===== src/rtl/mrfb_pkg.sv =====
// ----------------------------------------------------------------------------
// mrfb_pkg
// types and constants shared by the request frame builder modules
// ----------------------------------------------------------------------------
package mrfb_pkg;

  localparam int FRAME_LEN = 8;
  localparam int HDR_LEN   = 6;
  localparam int IDX_W     = 3;
  localparam int CFG_IDX_W = 1;
  localparam int CFG_W     = 16;

  // configuration register indexes
  localparam logic [CFG_IDX_W-1:0] REG_DEVICE_ADDRESS = 1'b0;
  localparam logic [CFG_IDX_W-1:0] REG_READ_COUNT     = 1'b1;

  localparam logic [7:0]  DEVICE_ADDRESS_RST = 8'h11;
  localparam logic [15:0] READ_COUNT_RST     = 16'h0050;

  // request selector codes
  localparam logic [1:0] FUNC_READ_INPUT   = 2'd0;
  localparam logic [1:0] FUNC_READ_HOLDING = 2'd1;
  localparam logic [1:0] FUNC_WRITE_SINGLE = 2'd2;
  localparam logic [1:0] FUNC_UNUSED       = 2'd3;

  // function codes on the wire
  localparam logic [7:0] FC_READ_INPUT   = 8'h04;
  localparam logic [7:0] FC_READ_HOLDING = 8'h03;
  localparam logic [7:0] FC_WRITE_SINGLE = 8'h06;

  localparam logic [15:0] CRC_INIT = 16'hFFFF;
  localparam logic [15:0] CRC_POLY = 16'hA001;

  typedef struct packed {
    logic [1:0]  func;
    logic [7:0]  reg_addr;
    logic [15:0] write_value;
  } req_t;

  typedef struct packed {
    logic [7:0] frame_byte;
    logic       last_byte;
  } rsp_t;

  typedef struct packed {
    logic [7:0]  device_address;
    logic [15:0] read_count;
  } cfg_t;

  // frame bytes 0..5, element k is frame byte k
  typedef logic [HDR_LEN-1:0][7:0] hdr_t;

endpackage


===== src/rtl/mrfb_front.sv =====
// ----------------------------------------------------------------------------
// mrfb_front
// accepts requests, drops the unused selector and assembles the frame header
// ----------------------------------------------------------------------------
module mrfb_front
  import mrfb_pkg::*;
(
  input  req_t in_data,
  input  logic in_push,
  output logic in_full,
  input  cfg_t cfg,
  output logic q_push,
  output hdr_t q_hdr,
  input  logic q_full
);

  logic [7:0] fcode;

  assign in_full = q_full;
  // unused selector is taken and produces nothing
  assign q_push  = in_push && !q_full && (in_data.func != FUNC_UNUSED);

  always_comb begin
    case (in_data.func)
      FUNC_READ_INPUT:   fcode = FC_READ_INPUT;
      FUNC_READ_HOLDING: fcode = FC_READ_HOLDING;
      FUNC_WRITE_SINGLE: fcode = FC_WRITE_SINGLE;
      default:           fcode = FC_READ_INPUT;
    endcase
  end

  always_comb begin
    q_hdr[0] = cfg.device_address;
    q_hdr[1] = fcode;
    q_hdr[2] = 8'h00;
    if (in_data.func == FUNC_WRITE_SINGLE) begin
      q_hdr[3] = in_data.reg_addr;
      q_hdr[4] = in_data.write_value[15:8];
      q_hdr[5] = in_data.write_value[7:0];
    end else begin
      q_hdr[3] = 8'h00;
      q_hdr[4] = cfg.read_count[15:8];
      q_hdr[5] = cfg.read_count[7:0];
    end
  end

endmodule


===== src/rtl/mrfb_queue.sv =====
// ----------------------------------------------------------------------------
// mrfb_queue
// short queue of frame headers between front and back
// ----------------------------------------------------------------------------
module mrfb_queue
  import mrfb_pkg::*;
#(
  parameter int DEPTH = 2
) (
  input  logic clk,
  input  logic rst_n,
  input  logic push,
  input  hdr_t wr_data,
  output logic full,
  input  logic pop,
  output logic empty,
  output hdr_t rd_data
);

  localparam int PTR_W = (DEPTH > 1) ? $clog2(DEPTH) : 1;
  localparam int CNT_W = $clog2(DEPTH + 1);
  localparam logic [PTR_W-1:0] PTR_LAST = PTR_W'(DEPTH - 1);

  hdr_t             mem_r [DEPTH];
  logic [PTR_W-1:0] wr_ptr_r, wr_ptr_nxt;
  logic [PTR_W-1:0] rd_ptr_r, rd_ptr_nxt;
  logic [CNT_W-1:0] count_r, count_nxt;
  logic             do_push, do_pop;

  assign full    = (count_r == CNT_W'(DEPTH));
  assign empty   = (count_r == '0);
  assign do_push = push && !full;
  assign do_pop  = pop && !empty;
  assign rd_data = mem_r[rd_ptr_r];

  always_comb begin
    wr_ptr_nxt = wr_ptr_r;
    rd_ptr_nxt = rd_ptr_r;
    count_nxt  = count_r;
    if (do_push) begin
      wr_ptr_nxt = (wr_ptr_r == PTR_LAST) ? '0 : wr_ptr_r + PTR_W'(1);
    end
    if (do_pop) begin
      rd_ptr_nxt = (rd_ptr_r == PTR_LAST) ? '0 : rd_ptr_r + PTR_W'(1);
    end
    if (do_push && !do_pop) begin
      count_nxt = count_r + CNT_W'(1);
    end else if (do_pop && !do_push) begin
      count_nxt = count_r - CNT_W'(1);
    end
  end

  always_ff @(posedge clk) begin
    if (!rst_n) begin
      wr_ptr_r <= '0;
      rd_ptr_r <= '0;
      count_r  <= '0;
    end else begin
      wr_ptr_r <= wr_ptr_nxt;
      rd_ptr_r <= rd_ptr_nxt;
      count_r  <= count_nxt;
    end
  end

  always_ff @(posedge clk) begin
    if (do_push) begin
      mem_r[wr_ptr_r] <= wr_data;
    end
  end

endmodule


===== src/rtl/mrfb_back.sv =====
// ----------------------------------------------------------------------------
// mrfb_back
// sends the head frame one byte a cycle unless the output stalls, folding each header byte into the crc
// ----------------------------------------------------------------------------
module mrfb_back
  import mrfb_pkg::*;
(
  input  logic clk,
  input  logic rst_n,
  input  logic q_empty,
  input  hdr_t q_hdr,
  output logic q_pop,
  output logic out_empty,
  input  logic out_pop,
  output rsp_t out_data
);

  localparam logic [IDX_W-1:0] IDX_CRC_HI = IDX_W'(HDR_LEN);
  localparam logic [IDX_W-1:0] IDX_LAST   = IDX_W'(FRAME_LEN - 1);

  logic [IDX_W-1:0] idx_r, idx_nxt;
  logic [15:0]      crc_r, crc_nxt;
  logic             out_valid_r, out_valid_nxt;
  rsp_t             out_data_r, out_data_nxt;
  logic             load;
  logic [7:0]       cur_byte;
  logic [15:0]      crc_base;

  function automatic logic [15:0] crc_byte(input logic [15:0] crc_in, input logic [7:0] data);
    logic [15:0] c;
    c = crc_in ^ {8'h00, data};
    for (int b = 0; b < 8; b++) begin
      c = c[0] ? ((c >> 1) ^ CRC_POLY) : (c >> 1);
    end
    return c;
  endfunction

  assign out_empty = !out_valid_r;
  assign out_data  = out_data_r;
  assign load      = !q_empty && (!out_valid_r || out_pop);
  assign q_pop     = load && (idx_r == IDX_LAST);

  always_comb begin
    if (idx_r == IDX_CRC_HI) begin
      cur_byte = crc_r[15:8];
    end else if (idx_r == IDX_LAST) begin
      cur_byte = crc_r[7:0];
    end else begin
      cur_byte = q_hdr[idx_r];
    end
  end

  // first byte of a frame starts from the crc seed
  assign crc_base = (idx_r == '0) ? CRC_INIT : crc_r;

  always_comb begin
    idx_nxt       = idx_r;
    crc_nxt       = crc_r;
    out_valid_nxt = out_valid_r;
    out_data_nxt  = out_data_r;
    if (load) begin
      idx_nxt                 = idx_r + IDX_W'(1);
      out_valid_nxt           = 1'b1;
      out_data_nxt.frame_byte = cur_byte;
      out_data_nxt.last_byte  = (idx_r == IDX_LAST);
      if (idx_r < IDX_CRC_HI) begin
        crc_nxt = crc_byte(crc_base, cur_byte);
      end
    end else if (out_pop) begin
      out_valid_nxt = 1'b0;
    end
  end

  always_ff @(posedge clk) begin
    if (!rst_n) begin
      idx_r       <= '0;
      out_valid_r <= 1'b0;
    end else begin
      idx_r       <= idx_nxt;
      out_valid_r <= out_valid_nxt;
    end
  end

  always_ff @(posedge clk) begin
    crc_r      <= crc_nxt;
    out_data_r <= out_data_nxt;
  end

endmodule


===== src/rtl/modbus_request_frame_builder.sv =====
// ----------------------------------------------------------------------------
// modbus_request_frame_builder
// a request taken into an idle block passes through the header queue and then the
// output register before its first byte can be popped
// throughput: one frame byte per cycle from the output register unless the output
// stalls; the header queue lets new requests in while a frame goes out
// reset: queue and output emptied, device address 0x11, read count 0x50
// ----------------------------------------------------------------------------
module modbus_request_frame_builder
  import mrfb_pkg::*;
#(
  parameter int QUEUE_DEPTH = 2
) (
  input  logic                 clk,
  input  logic                 rst_n,
  input  logic                 in_push,
  output logic                 in_full,
  input  req_t                 in_data,
  output logic                 out_empty,
  input  logic                 out_pop,
  output rsp_t                 out_data,
  input  logic                 cfg_we,
  input  logic [CFG_IDX_W-1:0] cfg_index,
  input  logic [CFG_W-1:0]     cfg_data
);

  cfg_t cfg_r, cfg_nxt;
  logic q_push, q_full, q_pop, q_empty;
  hdr_t q_wr_hdr, q_rd_hdr;

  always_comb begin
    cfg_nxt = cfg_r;
    if (cfg_we) begin
      case (cfg_index)
        REG_DEVICE_ADDRESS: cfg_nxt.device_address = cfg_data[7:0];
        REG_READ_COUNT:     cfg_nxt.read_count     = cfg_data[15:0];
        default:            cfg_nxt = cfg_r;
      endcase
    end
  end

  always_ff @(posedge clk) begin
    if (!rst_n) begin
      cfg_r.device_address <= DEVICE_ADDRESS_RST;
      cfg_r.read_count     <= READ_COUNT_RST;
    end else begin
      cfg_r <= cfg_nxt;
    end
  end

  mrfb_front u_front (
    .in_data (in_data),
    .in_push (in_push),
    .in_full (in_full),
    .cfg     (cfg_r),
    .q_push  (q_push),
    .q_hdr   (q_wr_hdr),
    .q_full  (q_full)
  );

  mrfb_queue #(
    .DEPTH (QUEUE_DEPTH)
  ) u_queue (
    .clk     (clk),
    .rst_n   (rst_n),
    .push    (q_push),
    .wr_data (q_wr_hdr),
    .full    (q_full),
    .pop     (q_pop),
    .empty   (q_empty),
    .rd_data (q_rd_hdr)
  );

  mrfb_back u_back (
    .clk       (clk),
    .rst_n     (rst_n),
    .q_empty   (q_empty),
    .q_hdr     (q_rd_hdr),
    .q_pop     (q_pop),
    .out_empty (out_empty),
    .out_pop   (out_pop),
    .out_data  (out_data)
  );

`ifndef SYNTHESIS
  // output comes up empty after reset
  a_reset_empty: assert property (@(posedge clk) !rst_n |=> out_empty)
    else $error("output not empty after reset");

  // a frame never stalls in the middle: its next byte is always ready
  a_no_gap: assert property (@(posedge clk) disable iff (!rst_n)
    (!out_empty && !out_data.last_byte) |=> !out_empty)
    else $error("gap inside a frame");

  // a request into an idle block shows its first byte once it has passed the header queue and the output register
  a_first_byte: assert property (@(posedge clk) disable iff (!rst_n)
    (in_push && !in_full && in_data.func != FUNC_UNUSED && q_empty && out_empty)
    |-> ##2 (!out_empty && out_data.frame_byte == $past(cfg_r.device_address, 2)))
    else $error("first frame byte missing or wrong");
`endif

endmodule


===== config.mk =====
export PLATFORM = sky130hd
export DESIGN_NAME = modbus_request_frame_builder
export DESIGN_NICKNAME = d
export VERILOG_FILES = /design/src/rtl/mrfb_pkg.sv /design/src/rtl/mrfb_front.sv /design/src/rtl/mrfb_queue.sv /design/src/rtl/mrfb_back.sv /design/src/rtl/modbus_request_frame_builder.sv
export SDC_FILE = /design/constraint.sdc
export NUM_CORES = 1
export LEC_CHECK = 0
export BUFFER_PORTS_ARGS = -buffer_cell sky130_fd_sc_hd__buf_2
export CORE_MARGIN = 2
export CORE_UTILIZATION = 50
export CTS_BUF_LIST = sky130_fd_sc_hd__clkbuf_4 sky130_fd_sc_hd__clkbuf_8 sky130_fd_sc_hd__clkbuf_16
export CTS_CLUSTER_DIAMETER = 100
export DETAILED_ROUTE_END_ITERATION = 10
export PLACE_DENSITY = 0.68
export SETUP_SLACK_MARGIN = 0.2
export SLEW_MARGIN = 20
export SYNTH_ARGS = -nofsm -noshare
export SYNTH_HDL_FRONTEND = slang
export SYNTH_SLANG_ARGS = --single-unit

===== constraint.sdc =====
create_clock -name clk -period 5.2 [get_ports clk]
set_input_delay 0.78 -clock clk [delete_from_list [all_inputs] [get_ports clk]]
set_output_delay 0.78 -clock clk [all_outputs]
set_load 0.05 [all_outputs]

==> results of run 1 <==
## tightest hold or removal path, delay by kind of cell, from the launching register on
kind	cells	cell delay, ns
compound gates	1	0.06
flops	1	0.30
simple gates	1	0.04
## state kept, by name (all words and copies together), names as in the netlist, named ones only
signal,cells
u_back.out_valid_r,1
cfg_r,24
u_queue.wr_ptr_r,1
u_back.idx_r,3
u_queue.count_r,2
u_queue.rd_ptr_r,1
u_back.out_data,9
u_back.crc_r,16
u_queue.mem_r,70
## area by class of cell
cell class | instances | area [um^2]
Inverter | 9 | 33.78
Fill cell | 893 | 4607
Timing Repair Buffer | 63 | 327.8
Sequential cell | 128 | 3513
Multi-Input combinational cell | 292 | 2226
Clock buffer | 25 | 533.0
Clock inverter | 7 | 47.55
Tap cell | 143 | 178.9
## layer usage
metal  GRT usage, %  up-vias  wire (um)
li1               -     1768          -
met1          23.95     1707       5037
met2          30.66      132       5361
met3          5.562       18        567
met4          6.667        0        140
met5              0        -          0
## layout by cell type (no fill, tap or decap), drive strengths merged, types with 2 or more instances in the layout
| cell | synthesis | layout |
|---|---|---|
| mux4 | 7 | 7 |
| nand3 | 5 | 5 |
| and3b | 2 | 2 |
| edfxtp | 95 | 95 |
| and2 | 14 | 14 |
| nor2b | 8 | 8 |
| nor4 | 2 | 2 |
| nor3b | 4 | 4 |
| a31oi | 4 | 4 |
| nor2 | 16 | 16 |
| o211ai | 2 | 2 |
| o22ai | 4 | 4 |
| inv | 9 | 12 |
| clkbuf | 14 | 25 |
| mux2i | 19 | 19 |
| o22a | 2 | 2 |
| xor2 | 7 | 7 |
| dfxtp | 33 | 33 |
| nor3 | 3 | 3 |
| o21ai | 9 | 9 |
| nand3b | 6 | 6 |
| xnor2 | 18 | 18 |
| mux2 | 24 | 24 |
| nand2b | 11 | 11 |
| clkinv | 0 | 3 |
| a21oi | 11 | 11 |
| nand2 | 63 | 63 |
| or3 | 4 | 4 |
| a21boi | 22 | 22 |
| a22oi | 2 | 2 |
| buf | 11 | 63 |
| ha | 8 | 8 |
| a2bb2oi | 2 | 2 |
| a211oi | 2 | 2 |
## power by group
| group | total, mW | internal, mW | switching [mW] |
|---|---|---|---|
| Combinational | 0.704 | 0.330 | 0.374 |
| Clock | 1.13 | 0.713 | 0.413 |
| Sequential | 1.36 | 1.28 | 0.0862 |
| Total | 3.19 | 2.32 | 0.873 |
## metrics by stage
step / setup slack, ns / utilization (%)
global route: 1.199 / 59.83
finish: 1.388 / 59.83
CTS: 1.373 / 59.83
detailed placement: 1.423 / 54.76
global placement: 1.556 / 54.76
floorplan: 1.819 / -
## worst paths after layout
check	from	endpoint	slack, ns	cells after the start
worst max-delay path	u_back.idx_r[1]	u_back.crc_r[0]	1.39	8
worst min-delay path	cfg_r[12]	cfg_r[12]	0.46	2
worst max register to register	u_back.idx_r[1]	u_back.crc_r[0]	1.39	8
worst min register to register	cfg_r[12]	cfg_r[12]	0.46	2
## logic make-up after synthesis
logic type	Yosys count	share of synthesized area (%)
buffers and inverters	34	2.803
muxes	50	10.75
xor gates and xnor gates	27	4.651
AOI/OAI and AO/OA	69	9.047
adders and majority gates	8	1.699
DFF	128	59.63
and+or+nand+nor	138	11.42
==> results.toml, run 1 <==
[detailed_routing]
vias_per_cell = 5.435
drc = 0
drtAntennaViolNets = 0
drt-pass1-iter-count = 4
vias = 3625
drt_wl_total_um = 11110
wl_per_cell_um = 16.65
drt_iter0_drc = 140

[timing]
worst_pin_slew_ns = 1.018
max_slew_margin_pct = 31.99
maxSlewViolCount = 0
finalSetupViolCount = 0
holdWs_ns = 0.4605
tns_ns = 0
hold_viol_final = 0
rsz0062_at_grt = "no"
final.period_utilization_pct = 73.31
max_freq_mhz = 262.3
fin_skew_ns = 0.008715
fin_crit_ns = 3.812

[yosys]
synth.cell_area_um2 = 5892
synthFlopType = "edfxtp_1"
synth_top_area_share_pct = 48.42
ys_async_sr_fraction_pct = 0
yosysWarnings = 0
syn-instance-count = 454
avgSynthCellArea_um2 = 12.98
yosysSeqAreaShare_pct = 59.63
synth_commonest_cells = "95 x edfxtp_1, 63 x nand2_1, 33 x dfxtp_1"
synth_cell_types = 58
synthTopCellsByArea = "edfxtp_1 48%, dfxtp_1 11%, mux2_2 4.2%"
yosysMostFrequentCell = "edfxtp_1"
yosys.area.top_type = "edfxtp_1"
ys_seq_elements = 128
syn_nets = 510
synth-edff-count = 95

[final_layout]
stdcell_area_um2 = 6860
final_cells = 667
diodes = 0
drive_above_1_share_pct = 25.95
syn2layout_area_growth_pct = 16.44
fin_nets = 567

[power_and_ir_drop]
peakVddDrop_uv = 315.3
powerDensity_nw_per_um2 = 465.4
total_power_mw = 3.192
p_leak_nw = 2.488

[worst_setup_path]
crit_top_cell = "ha_1"
cpLargestDelayFamily = "XOR/XNOR gates"
worstPathMaxFanout = 23
crit_required_ns = 5.35
crit_path_max_incr_delay_ns = 0.75
start_kind = "flip-flop"
crit_path_end_kind = "flip-flop"
cp_num_buf_inv = 0
critPathKind = "reg -> reg"
cp_slowest_cell = "dfxtp_1"
critical_path_arrival_ns = 3.96
path_cells = "ha_1 > ha_1 > nor2_1 > o2bb2ai_1 > a211oi_4 > xnor2_1 > xor3_2 > xnor3_1"

[clock_tree]
cts.htree.levels = 4
ctsHoldBuffers = 0
clk_pin_slew_ns = 0.06
worst_skew_pair.late_latency_ns = 0.41
cts_tree = "built"
ctsResizeCount = 0
cts-root-buf = "clkbuf_16"
clk_path_buf_depth = 2
cts_buffers = 17
cts.sinks = 128
cts_setup_buffers = 0

[global_route]
grt_usage_pct = 18.77
grt_pass1_wl_um = 18250
grt-ovfl-total = 0
antenna_found_initial = 0
grt_pass1_vias = 3700
grt_max_degree = 37

[die]
ioPinCount = 59
coreArea_um2 = 11470
die_w_um = 112.6
row_count = 39
initial_core_util_pct = 51.38
die_h_um = 112.6
dieArea_um2 = 12670

[job]
cap_violations = 0

[placement]
gp_congestion = 0.8208
io_buffers = 58
place_inst = 635
placedInstanceArea_um2 = 6280
hpwl_um = 7863

[outcome]
status = "finished, final reports clean"

[hold_path]
hold_path.class = "reg -> reg"
Power figures use the tool's default switching activity.
==> run 2, diff against run 1 <==
--- a/config.mk
+++ b/config.mk
@@ -11,7 +11,7 @@
 export CTS_BUF_LIST = sky130_fd_sc_hd__clkbuf_4 sky130_fd_sc_hd__clkbuf_8 sky130_fd_sc_hd__clkbuf_16
 export CTS_CLUSTER_DIAMETER = 100
 export DETAILED_ROUTE_END_ITERATION = 10
-export PLACE_DENSITY = 0.68
+export PLACE_DENSITY = 0.71
 export SETUP_SLACK_MARGIN = 0.2
 export SLEW_MARGIN = 20
 export SYNTH_ARGS = -nofsm -noshare
==> constraint.sdc (replaced) <==
create_clock -name clk -period 3.4 [get_ports clk]
set_input_delay 0.51 -clock clk [delete_from_list [all_inputs] [get_ports clk]]
set_output_delay 0.51 -clock clk [all_outputs]
set_load 0.05 [all_outputs]
==> run 2 against run 1 <==
Compared with the run above: register-to-register slack worse by 1.0 ns; via count up 1.4%; non-clock buffer count grew 12; critical endpoint unchanged; count of clock-buffer cells in the layout decreased by 5; highest routed layer unchanged; global-route usage fell by 0.19 points; fmax grew 26%; setup slack got worse by 1.0 ns; wire length shrank 0.59%; clock skew is 0.0028 ns higher; critical path depth up 1; first-iteration DRC count shrank 15%; combinational power rose by 61%.
==> results.toml, run 2 (synthesized netlist as in run 1, its figures left out) <==
[timing]
finalSetupViolCount = 0
worst_pin_slew_ns = 0.9500
final.period_utilization_pct = 89.30
max_freq_mhz = 329.4
tns_ns = 0
maxSlewViolCount = 0
fin_crit_ns = 3.036
max_slew_margin_pct = 36.67
fin_skew_ns = 0.01154
setup_ws_ns = 0.3638
hold_viol_final = 0
rsz0062_at_grt = "no"
holdWs_ns = 0.3395

[final_layout]
syn2layout_area_growth_pct = 18.73
regArea_um2 = 3517
stdcell_area_um2 = 6995
drive_above_1_share_pct = 28.73
diodes = 0
top_register = "u_queue.mem_r"
final_common_cell = "edfxtp_1"
final_cells = 679
largest_reg_flops = 70
fin_nets = 579
post-route-util_pct = 61.00
multiInputGateArea_um2 = 2245
final_cell_mix = "95 x edfxtp_1, 63 x nand2_1, 58 x buf_2"
fillers = 875
top_regs = "u_queue.mem_r (70), cfg_r (24), u_back.crc_r (16)"

[worst_setup_path]
critPathKind = "reg -> reg"
cp_slowest_cell = "xor3_2"
reg2reg_from = "u_back.idx_r[0]"
crit_path_max_incr_delay_ns = 0.49
path_cells = "inv_1 > buf_4 > or3_1 > o22a_1 > a31oi_2 > xnor2_2 > xor2_1 > xor3_2 > xnor3_1"
crit_required_ns = 3.56
cp_num_buf_inv = 2
r2r_setup_slack_ns = 0.36
reg2reg_depth = 9
start_kind = "flip-flop"
worstPathMaxFanout = 9
crit_path_end_kind = "flip-flop"
critical_path_arrival_ns = 3.19
r2r-end = "u_back.crc_r[0]"
cpLargestDelayFamily = "XOR/XNOR gates"

[clock_tree]
cts_tree = "built"
cts.htree.levels = 4
clk_pin_slew_ns = 0.06
ctsHoldBuffers = 0
clk_path_buf_depth = 2
cts_buffers = 17
cts-root-buf = "clkbuf_16"
cts.sinks = 128
worst_skew_pair.late_latency_ns = 0.41

[placement]
gp_congestion = 0.8861
place_ws_ns = 0.1554
placedInstanceArea_um2 = 6380
place_inst = 645
hpwl_um = 7664
io_buffers = 58

[detailed_routing]
vias = 3675
drc = 0
drtAntennaViolNets = 0
drt_iter0_drc = 119
wl_per_cell_um = 16.26
drt-pass1-iter-count = 5
vias_per_cell = 5.412
drt_wl_total_um = 11040

[global_route]
grt_pass1_vias = 3637
grt-ovfl-total = 0
grt_max_degree = 37
grt_usage_pct = 18.58
grt_pass1_wl_um = 18060
antenna_found_initial = 0

[hold_path]
hold_start = "cfg_data[4]"
holdPathStages = 3
hold_path.class = "in -> reg"
hold_end = "cfg_r[4]"

[die]
ioPinCount = 59
die_w_um = 112.6
row_count = 39
coreArea_um2 = 11470
initial_core_util_pct = 51.38
die_h_um = 112.6
dieArea_um2 = 12670

[power_and_ir_drop]
switching_share_pct = 27.42
p_leak_nw = 2.555
total_power_mw = 4.924
seqPwrFrac_pct = 41.9
switching_power_mw = 1.350
peakVddDrop_uv = 694.0
p_int_mw = 3.574
powerDensity_nw_per_um2 = 703.8
p_clk_share_pct = 35.2
combPwrFrac_pct = 22.9

[outcome]
status = "finished, final reports clean"

[job]
cap_violations = 0
==> run 2: cell count changes in the layout (fill, tap and decap cells not counted), sizes merged <==
cell    delta
buf       +12
bufinv     +1
clkbuf     -5
clkinv     +4
==> run 2: worst min-delay path: stages <==
cell,delay [ns]
buf_2,0.09
nand2_1,0.05
nand3_1,0.07
==> run 2: worst max-delay path by stage <==
stage | cells past startpoint | to | slack (ns) | from
2_1_floorplan | 3 | u_queue.mem_r[0][0] | 0.29 | in_data[24]
3_3_place_gp | 7 | u_back.crc_r[0] | 0.25 | flip-flop
3_5_place_dp | 7 | u_back.crc_r[0] | 0.16 | flip-flop
4_1_cts | 9 | u_back.crc_r[0] | 0.22 | u_back.idx_r[0]
5_1_grt | 9 | u_back.crc_r[0] | 0.17 | u_back.idx_r[1]
6_report | 9 | u_back.crc_r[0] | 0.36 | u_back.idx_r[0]
==> run 2: final cells by class <==
type	count	area share, %
Tap cell	143	2.558
Timing Repair Buffer	75	6.332
Clock buffer	20	6.743
Sequential cell	128	50.28
Clock inverter	12	1.520
Inverter	9	0.4829
Multi-Input combinational cell	292	32.09
==> run 2: layer usage <==
layer	track usage [%]	wire, um	part of all wire [%]
met1	23.93	5007	45
met2	29.62	5353	48
met3	6.479	555	5.0
met4	6.016	125	1.1
met5	0	0	0
==> run 2: repair_timing <==
action | in CTS | in global routing
pin swaps | 0 | 1
setup buffers | 0 | 2
resized for setup | 2 | 5
endpoints found under the setup margin | 1 | 2
==> run 2: power groups by stage <==
stage / combinational (mW) / clock [mW] / sequential [mW]
after CTS: 1.12 / 1.77 / 2.06
after global placement: 1.07 / 0 / 2.09
after floorplan: 0.796 / 0 / 2.13
after global routing: 1.23 / 1.84 / 2.08
after detailed placement: 1.12 / 0 / 2.08
final: 1.13 / 1.73 / 2.06
